File: config.mk
export PLATFORM = sky130hd
export DESIGN_NAME = divisor_enumerator_sigma
export DESIGN_NICKNAME = d
export VERILOG_FILES = /design/src/rtl/des_pkg.sv /design/src/rtl/divisor_enumerator_sigma.sv /design/src/rtl/des_rem_unit.sv
export SDC_FILE = /design/constraint.sdc
export NUM_CORES = 1
export LEC_CHECK = 0
export ABC_AREA = 1
export BUFFER_PORTS_ARGS = -buffer_cell sky130_fd_sc_hd__buf_2
export CORE_AREA = 2 2 130 132
export DETAILED_ROUTE_END_ITERATION = 12
export DIE_AREA = 0 0 132 134
export PLACE_DENSITY = 0.76
export SETUP_SLACK_MARGIN = 0.02
export SLEW_MARGIN = 20
export SYNTH_ARGS = -nofsm -noshare
export SYNTH_HDL_FRONTEND = slang
export SYNTH_HIERARCHICAL = 1
export SYNTH_SLANG_ARGS = --single-unit
export TNS_END_PERCENT = 20
File: constraint.sdc
create_clock -name clock -period 7.3 [get_ports clock]
set_input_delay 1.095 -clock clock [delete_from_list [all_inputs] [get_ports clock]]
set_output_delay 1.095 -clock clock [all_outputs]
set_load 0.02 [all_outputs]
File: src/rtl/des_pkg.sv
package des_pkg;

   // field widths
   localparam int VALUE_WIDTH = 10;
   localparam int SUM_WIDTH   = 12;
   localparam int TOTAL_WIDTH = 32;

   // result list limit per value, final result included
   localparam int MAX_RESULTS = 32;
   localparam int COUNT_WIDTH = $clog2(MAX_RESULTS);

   // remainder unit bit counter
   localparam int BIT_CNT_WIDTH = $clog2(VALUE_WIDTH + 1);

   // stream widths
   localparam int REQ_DATA_WIDTH = ((VALUE_WIDTH + 7) / 8) * 8;
   localparam int RSP_FIELD_BITS = VALUE_WIDTH + SUM_WIDTH + TOTAL_WIDTH;
   localparam int RSP_DATA_WIDTH = ((RSP_FIELD_BITS + 7) / 8) * 8;

   // saturation limits
   localparam logic [SUM_WIDTH-1:0]   SUM_MAX   = {SUM_WIDTH{1'b1}};
   localparam logic [TOTAL_WIDTH-1:0] TOTAL_MAX = {TOTAL_WIDTH{1'b1}};

   // status of the remainder unit
   typedef struct packed {
      logic done;
      logic rem_zero;
   } rem_status_type;

endpackage

File: src/rtl/divisor_enumerator_sigma.sv
// a value n is handled by trial division over candidates 1..n/2; each divisor found is
// emitted up to the result limit, then a final transaction carries n with the sums
// throughput: one value at a time; the 1-bit-per-cycle remainder unit sets the pace
// req_tready is high only while the sequencer is idle; a full output register stalls it
// reset: synchronous, active high; clears the sequencer, output valid and running total
module divisor_enumerator_sigma
   import des_pkg::*;
(
   input  logic                      clock,
   input  logic                      reset,
   input  logic                      req_tvalid,
   output logic                      req_tready,
   input  logic [REQ_DATA_WIDTH-1:0] req_tdata,   // [9:0] value
   input  logic                      req_tlast,   // last_value
   output logic                      rsp_tvalid,
   input  logic                      rsp_tready,
   output logic [RSP_DATA_WIDTH-1:0] rsp_tdata,   // [9:0] divisor, [21:10] divisor_sum,
                                                  // [53:22] list_total
   output logic                      rsp_tlast,   // last_divisor
   output logic                      rsp_tuser    // list_done
);

   typedef enum logic [4:0] {
      ST_IDLE  = 5'b00001,
      ST_TEST  = 5'b00010,
      ST_DIV   = 5'b00100,
      ST_EMIT  = 5'b01000,
      ST_FINAL = 5'b10000
   } state_type;

   state_type                state_ff, state_in;
   logic [VALUE_WIDTH-1:0]   value_ff, value_in;
   logic                     last_ff, last_in;
   logic [VALUE_WIDTH-1:0]   cand_ff, cand_in;
   logic [SUM_WIDTH-1:0]     sum_ff, sum_in;
   logic [COUNT_WIDTH-1:0]   count_ff, count_in;
   logic [TOTAL_WIDTH-1:0]   total_ff, total_in;
   logic                     rsp_valid_ff, rsp_valid_in;
   logic [VALUE_WIDTH-1:0]   rsp_div_ff, rsp_div_in;
   logic                     rsp_last_ff, rsp_last_in;
   logic [SUM_WIDTH-1:0]     rsp_sum_ff, rsp_sum_in;
   logic [TOTAL_WIDTH-1:0]   rsp_total_ff, rsp_total_in;
   logic                     rsp_done_ff, rsp_done_in;

   logic                     rem_start;
   rem_status_type           rem_status;
   logic                     out_free;
   logic [SUM_WIDTH:0]       sum_add;
   logic [SUM_WIDTH-1:0]     sum_sat;
   logic [TOTAL_WIDTH:0]     total_add;
   logic [TOTAL_WIDTH-1:0]   total_sat;

   des_rem_unit u_rem (
      .clock    (clock),
      .reset    (reset),
      .start    (rem_start),
      .dividend (value_ff),
      .divisor  (cand_ff),
      .status   (rem_status)
   );

   assign out_free   = !rsp_valid_ff || rsp_tready;
   assign req_tready = (state_ff == ST_IDLE);

   // saturating divisor sum: add the candidate, or the value on the final step
   always_comb begin
      if (state_ff == ST_FINAL) begin
         sum_add = {1'b0, sum_ff} + (SUM_WIDTH + 1)'(value_ff);
      end else begin
         sum_add = {1'b0, sum_ff} + (SUM_WIDTH + 1)'(cand_ff);
      end
      sum_sat = sum_add[SUM_WIDTH] ? SUM_MAX : sum_add[SUM_WIDTH-1:0];
   end

   // saturating list total
   assign total_add = {1'b0, total_ff} + (TOTAL_WIDTH + 1)'(sum_sat);
   assign total_sat = total_add[TOTAL_WIDTH] ? TOTAL_MAX : total_add[TOTAL_WIDTH-1:0];

   // sequencer
   always_comb begin
      state_in     = state_ff;
      value_in     = value_ff;
      last_in      = last_ff;
      cand_in      = cand_ff;
      sum_in       = sum_ff;
      count_in     = count_ff;
      total_in     = total_ff;
      rsp_valid_in = rsp_valid_ff && !rsp_tready;
      rsp_div_in   = rsp_div_ff;
      rsp_last_in  = rsp_last_ff;
      rsp_sum_in   = rsp_sum_ff;
      rsp_total_in = rsp_total_ff;
      rsp_done_in  = rsp_done_ff;
      rem_start    = 1'b0;
      unique case (state_ff)
         ST_IDLE: begin
            if (req_tvalid) begin
               value_in = req_tdata[VALUE_WIDTH-1:0];
               last_in  = req_tlast;
               cand_in  = VALUE_WIDTH'(1);
               sum_in   = '0;
               count_in = '0;
               state_in = ST_TEST;
            end
         end
         ST_TEST: begin
            if (cand_ff <= (value_ff >> 1)) begin
               rem_start = 1'b1;
               state_in  = ST_DIV;
            end else begin
               state_in = ST_FINAL;
            end
         end
         ST_DIV: begin
            if (rem_status.done) begin
               if (rem_status.rem_zero) begin
                  state_in = ST_EMIT;
               end else begin
                  cand_in  = cand_ff + VALUE_WIDTH'(1);
                  state_in = ST_TEST;
               end
            end
         end
         ST_EMIT: begin
            // divisors past the result limit still count in the sum
            if (count_ff >= COUNT_WIDTH'(MAX_RESULTS - 1)) begin
               sum_in   = sum_sat;
               cand_in  = cand_ff + VALUE_WIDTH'(1);
               state_in = ST_TEST;
            end else if (out_free) begin
               sum_in       = sum_sat;
               cand_in      = cand_ff + VALUE_WIDTH'(1);
               count_in     = count_ff + COUNT_WIDTH'(1);
               rsp_valid_in = 1'b1;
               rsp_div_in   = cand_ff;
               rsp_last_in  = 1'b0;
               rsp_sum_in   = '0;
               rsp_total_in = '0;
               rsp_done_in  = 1'b0;
               state_in     = ST_TEST;
            end
         end
         ST_FINAL: begin
            if (out_free) begin
               sum_in       = sum_sat;
               total_in     = last_ff ? '0 : total_sat;
               rsp_valid_in = 1'b1;
               rsp_div_in   = value_ff;
               rsp_last_in  = 1'b1;
               rsp_sum_in   = sum_sat;
               rsp_total_in = total_sat;
               rsp_done_in  = last_ff;
               state_in     = ST_IDLE;
            end
         end
         default: begin
            state_in = ST_IDLE;
         end
      endcase
   end

   // control state
   always_ff @(posedge clock) begin
      if (reset) begin
         state_ff     <= ST_IDLE;
         total_ff     <= '0;
         rsp_valid_ff <= 1'b0;
      end else begin
         state_ff     <= state_in;
         total_ff     <= total_in;
         rsp_valid_ff <= rsp_valid_in;
      end
   end

   // working and output payload
   always_ff @(posedge clock) begin
      value_ff     <= value_in;
      last_ff      <= last_in;
      cand_ff      <= cand_in;
      sum_ff       <= sum_in;
      count_ff     <= count_in;
      rsp_div_ff   <= rsp_div_in;
      rsp_last_ff  <= rsp_last_in;
      rsp_sum_ff   <= rsp_sum_in;
      rsp_total_ff <= rsp_total_in;
      rsp_done_ff  <= rsp_done_in;
   end

   assign rsp_tvalid = rsp_valid_ff;
   assign rsp_tdata  = RSP_DATA_WIDTH'({rsp_total_ff, rsp_sum_ff, rsp_div_ff});
   assign rsp_tlast  = rsp_last_ff;
   assign rsp_tuser  = rsp_done_ff;

endmodule

File: src/rtl/des_rem_unit.sv
module des_rem_unit
   import des_pkg::*;
(
   input  logic                   clock,
   input  logic                   reset,
   input  logic                   start,
   input  logic [VALUE_WIDTH-1:0] dividend,
   input  logic [VALUE_WIDTH-1:0] divisor,
   output rem_status_type         status
);

   logic [VALUE_WIDTH-1:0]   rem_ff, rem_in;
   logic [VALUE_WIDTH-1:0]   quo_ff, quo_in;
   logic [BIT_CNT_WIDTH-1:0] cnt_ff, cnt_in;
   logic                     busy_ff, busy_in;
   logic [VALUE_WIDTH:0]     trial;
   logic [VALUE_WIDTH:0]     diff;

   // one restoring step: bring down the next dividend bit, subtract if it fits
   assign trial = {rem_ff, quo_ff[VALUE_WIDTH-1]};
   assign diff  = trial - {1'b0, divisor};

   always_comb begin
      rem_in  = rem_ff;
      quo_in  = quo_ff;
      cnt_in  = cnt_ff;
      busy_in = busy_ff;
      if (start) begin
         rem_in  = '0;
         quo_in  = dividend;
         cnt_in  = BIT_CNT_WIDTH'(VALUE_WIDTH);
         busy_in = 1'b1;
      end else if (busy_ff) begin
         if (trial >= {1'b0, divisor}) begin
            rem_in = diff[VALUE_WIDTH-1:0];
         end else begin
            rem_in = trial[VALUE_WIDTH-1:0];
         end
         quo_in = {quo_ff[VALUE_WIDTH-2:0], 1'b0};
         cnt_in = cnt_ff - BIT_CNT_WIDTH'(1);
         if (cnt_ff == BIT_CNT_WIDTH'(1)) begin
            busy_in = 1'b0;
         end
      end
   end

   // status is valid on the cycle of the last step
   assign status.done     = busy_ff && (cnt_ff == BIT_CNT_WIDTH'(1));
   assign status.rem_zero = (rem_in == '0);

   always_ff @(posedge clock) begin
      if (reset) begin
         busy_ff <= 1'b0;
         cnt_ff  <= '0;
      end else begin
         busy_ff <= busy_in;
         cnt_ff  <= cnt_in;
      end
   end

   always_ff @(posedge clock) begin
      rem_ff <= rem_in;
      quo_ff <= quo_in;
   end

endmodule

==> impl.org <==
** Route
- For this block, the via count after detailed routing is 8250.
- Dividing the detail-routed wire length by the instance count gives 14.2 um.
- The detailed router finished its first iteration with 592 violations.
- Dividing the detail-routed via count by the number of cells gives 5.27.
- Count of TritonRoute iterations in the first routing pass :: 5
- In this run the remaining antenna-violating nets after routing total 0.
- Drc violations :: 0
- Aggregate routed wire length :: 22.1 mm

** Global routing
- GRT Residual Overflow :: 0
- First-pass GRT wire length :: 36.0 mm
- Vias in the first global route :: 7680
- Global-route usage over all layers :: 25.4%
- Number of antenna violations at the first check in global routing :: 0
- Maximum number of pins on one net before global-route repair :: 45

** Clock tree
- TritonCTS clock tree :: yes
- Number of buffers on the longest clock path :: 2
- Clock-pin transition on the worst setup and hold timing paths :: 0.06 ns
- Post-CTS Setup Bufs :: 0
- TritonCTS sink count :: 157
- Gates resized, CTS repair :: 0
- The cell sitting at the root of the clock tree is a sky130_fd_sc_hd__clkbuf_16.
- CTS HTree Levels :: 4
- Clock buffers created by TritonCTS :: 17
- Worst-skew pair later-pin latency :: 0.43 ns
- CTS Hold Buffers Added :: 0

** Synthesis
- For this run, asynchronously set or reset flops after synthesis account for 0%.
- Warnings, synthesis :: 6
- Averaged over all synthesized cells, the footprint is 7.60 sq um.
- Among all flip-flop cells after synthesis, the most frequent one is sky130_fd_sc_hd__edfxtp_1.
- In this run, synthesis inferred 104 flip-flops with an integrated enable.
- Total standard cell area after synthesis :: 9630 sq um
- The synthesized design contains 157 register bits.
- Number of library cell types mapped by synthesis :: 51
- Portion of the post-synthesis area used by sequential elements :: 43.4%
- Synthesized netlist cell count :: 1267

** Worst setup path
- Type of destination of the critical path :: register
- Critical path data required time :: 7.60 ns
- Crit path max-delay cell type :: sky130_fd_sc_hd__inv_2
- Launching element type of the critical path :: register
- The setup path with the least slack is of type reg2reg.
- STA puts the critical path data arrival time at 6.04 ns.
- Of all nets on the critical path, the largest fanout is 44.
- The largest single stage delay on the critical path is 0.63 ns.
- Most Frequent Cell on Critical Path :: sky130_fd_sc_hd__inv_1
- In this run the register-to-register setup slack is 1.56 ns.

** Cells and area
- The layout has 1424 filler cells.
- In the final layout, the share of cells above drive strength 1 is 12.1%.
- Number of antenna cells inserted :: 0
- The area growth from synthesis to layout is 11.0%.
- In the final design database the tool counted 1402 nets.

** Placement
- After legalization and detailed placement, the total HPWL measured 16.3 mm.
- The congestion estimate from routability-driven global placement came to 0.938.
- IO Port Bufs :: 72

** Timing
- The tightest hold path in the finished design has a slack of 0.472 ns.
- Post-route fraction of the period consumed by the critical path :: 78.6%
- Timing would allow up to 174 MHz.
- The count of endpoints failing hold in the final timing report came to 0.
- Minimum period implied by the final worst setup slack :: 5.74 ns
- Setup repair after global routing left no endpoint under its margin.
- TNS Setup :: 0 ns
- Max-slew violations :: 0
- Clock skew on the completed layout was measured at 0.00944 ns.
- Transition time at the pin with the least slew margin :: 0.965 ns
- Count of endpoints failing setup in the final report :: 0
- Headroom to the max-slew limit :: 35.4%

** Power
- Summed over all cells, the static leakage comes to 5.18 nW.
- Power density normalized to cell area :: 322 nW/um^2
- Max IR drop VDD :: 170 uV

** Die
- Floorplan die height :: 134 um
- Pin placement for this block handled 81 I/O pins.
- In this run the horizontal extent of the chip is 132 um.
- Site Rows :: 47
- The die covers 17700 sq um.
- Effective utilization at floorplan :: 59.1%
- The region available for standard cell placement spans 16300 sq um.

** Job
- Max-cap viol count :: 0

** Worst hold path
- Hold crit path type :: reg2reg

** Run status
- The flow ran to the end, and the final reports show no timing, DRC or antenna violations.
metrics by stage:
step / std cells / power, W / util, % / area [sq um] / setup WS (ns)
2_1_floorplan: 1268 / 0.00228 / - / 9640 / 3.28
4_1_cts: 1564 / 0.00344 / 65.6 / 10700 / 1.63
3_3_place_gp: 1533 / 0.00257 / 62.2 / 10100 / 1.71
3_5_place_dp: 1533 / 0.00259 / 62.2 / 10100 / 1.69
6_report: 1564 / 0.00344 / 65.6 / 10700 / 1.56
5_1_grt: 1564 / 0.00370 / 65.6 / 10700 / 0.965
cells in the mapped netlist, types with 11 or more instances:
master | number | area share, %
sky130_fd_sc_hd__a21oi_1 | 68 | 3.5
sky130_fd_sc_hd__clkbuf_1 | 13 | 0.51
sky130_fd_sc_hd__dfxtp_1 | 53 | 11
sky130_fd_sc_hd__edfxtp_1 | 104 | 32
sky130_fd_sc_hd__ha_1 | 46 | 6.0
sky130_fd_sc_hd__inv_1 | 206 | 8.0
sky130_fd_sc_hd__nand2_1 | 406 | 16
sky130_fd_sc_hd__nand2_2 | 11 | 0.71
sky130_fd_sc_hd__nand3_1 | 74 | 3.8
sky130_fd_sc_hd__nand3_2 | 20 | 2.1
sky130_fd_sc_hd__nand3b_1 | 11 | 0.86
sky130_fd_sc_hd__nand4_1 | 18 | 1.2
sky130_fd_sc_hd__nor2_1 | 97 | 3.8
sky130_fd_sc_hd__nor3_1 | 13 | 0.68
sky130_fd_sc_hd__o21ai_0 | 28 | 1.5
sky130_fd_sc_hd__xor2_1 | 11 | 1.0
layout by cell type (no fill, tap or decap), drive strengths merged, types with 3 or more instances in the layout:
cell type  Yosys  final
o21bai         3      3
dfxtp         53     53
a31oi          7      7
edfxtp       104    104
xnor2          6      6
inv          211    214
ha            46     46
nor3          15     15
nor2         101    101
o21ai         31     31
fa             3      3
a21oi         77     77
buf           17     75
o211ai         4      4
nand3b        12     12
nand2        418    418
xor2          11     11
nand4         18     18
and3           4      4
clkinvlp       0      3
nand3         94     94
clkinv         0      5
or2            7      7
clkbuf        13     19
report_power, final:
| group | total [W] | internal (W) | switching [W] |
|---|---|---|---|
| clock | 0.000842 | 0.000478 | 0.000363 |
| combinational | 0.00143 | 0.000475 | 0.000958 |
| sequential | 0.00117 | 0.00108 | 0.0000915 |
cell type report:
class | instances | area (sq um) | area share [%]
multi-input combinational | 870 | 4500 | 42.1
sequential | 157 | 4180 | 39.1
inverter | 211 | 792 | 7.41
clock buffer | 19 | 443 | 4.14
timing repair buffer | 75 | 383 | 3.58
tap | 220 | 275 | 2.57
clock inverter | 12 | 114 | 1.06
sequential cells by signal, summed over array words and instances (netlist names), 4 cells and up:
register	cells
rsp_div_ff	10
cand_ff	10
value_ff	10
u_rem/quo_ff	10
state_ff	5
rsp_total_ff	32
u_rem/rem_ff	10
u_rem/cnt_ff	4
sum_ff	12
rsp_sum_ff	12
total_ff	32
count_ff	5
worst max-delay path: cells and delay by family, from the launching register on:
family	cells	cell delay, ns
simple gates	16	2.57
buf+inv	8	1.31
fa+ha+maj	4	1.22
flops	1	0.33
compound gates	1	0.15
routing by layer:
metal / up-vias / GRT usage, % / wire, um
li1: 4196 / - / -
met1: 3770 / 33.2 / 10000
met2: 241 / 42.3 / 10300
met3: 43 / 5.10 / 1250
met4: 0 / 8.94 / 590
met5: - / 0 / 0
final timing paths:
path | startpoint | end | cells past startpoint
worst max-delay path | state_ff[3] | rsp_total_ff[25] | 29
worst min-delay path | total_ff[7] | total_ff[7] | 2
worst max register to register | state_ff[3] | rsp_total_ff[25] | 29
worst min register to register | total_ff[7] | total_ff[7] | 2
cell families after synthesis:
kind of cell             synth area share [%]
XOR/XNOR                                 1.55
AND/OR/NAND/NOR                          30.8
AO/OA/AOI/OAI                            7.66
buffers and inverters                    9.97
other                                  0.0389
adder cells (fa/ha/maj)                  6.60
flip-flops                               43.4
Note: power is estimated with default switching activity, not from simulation.
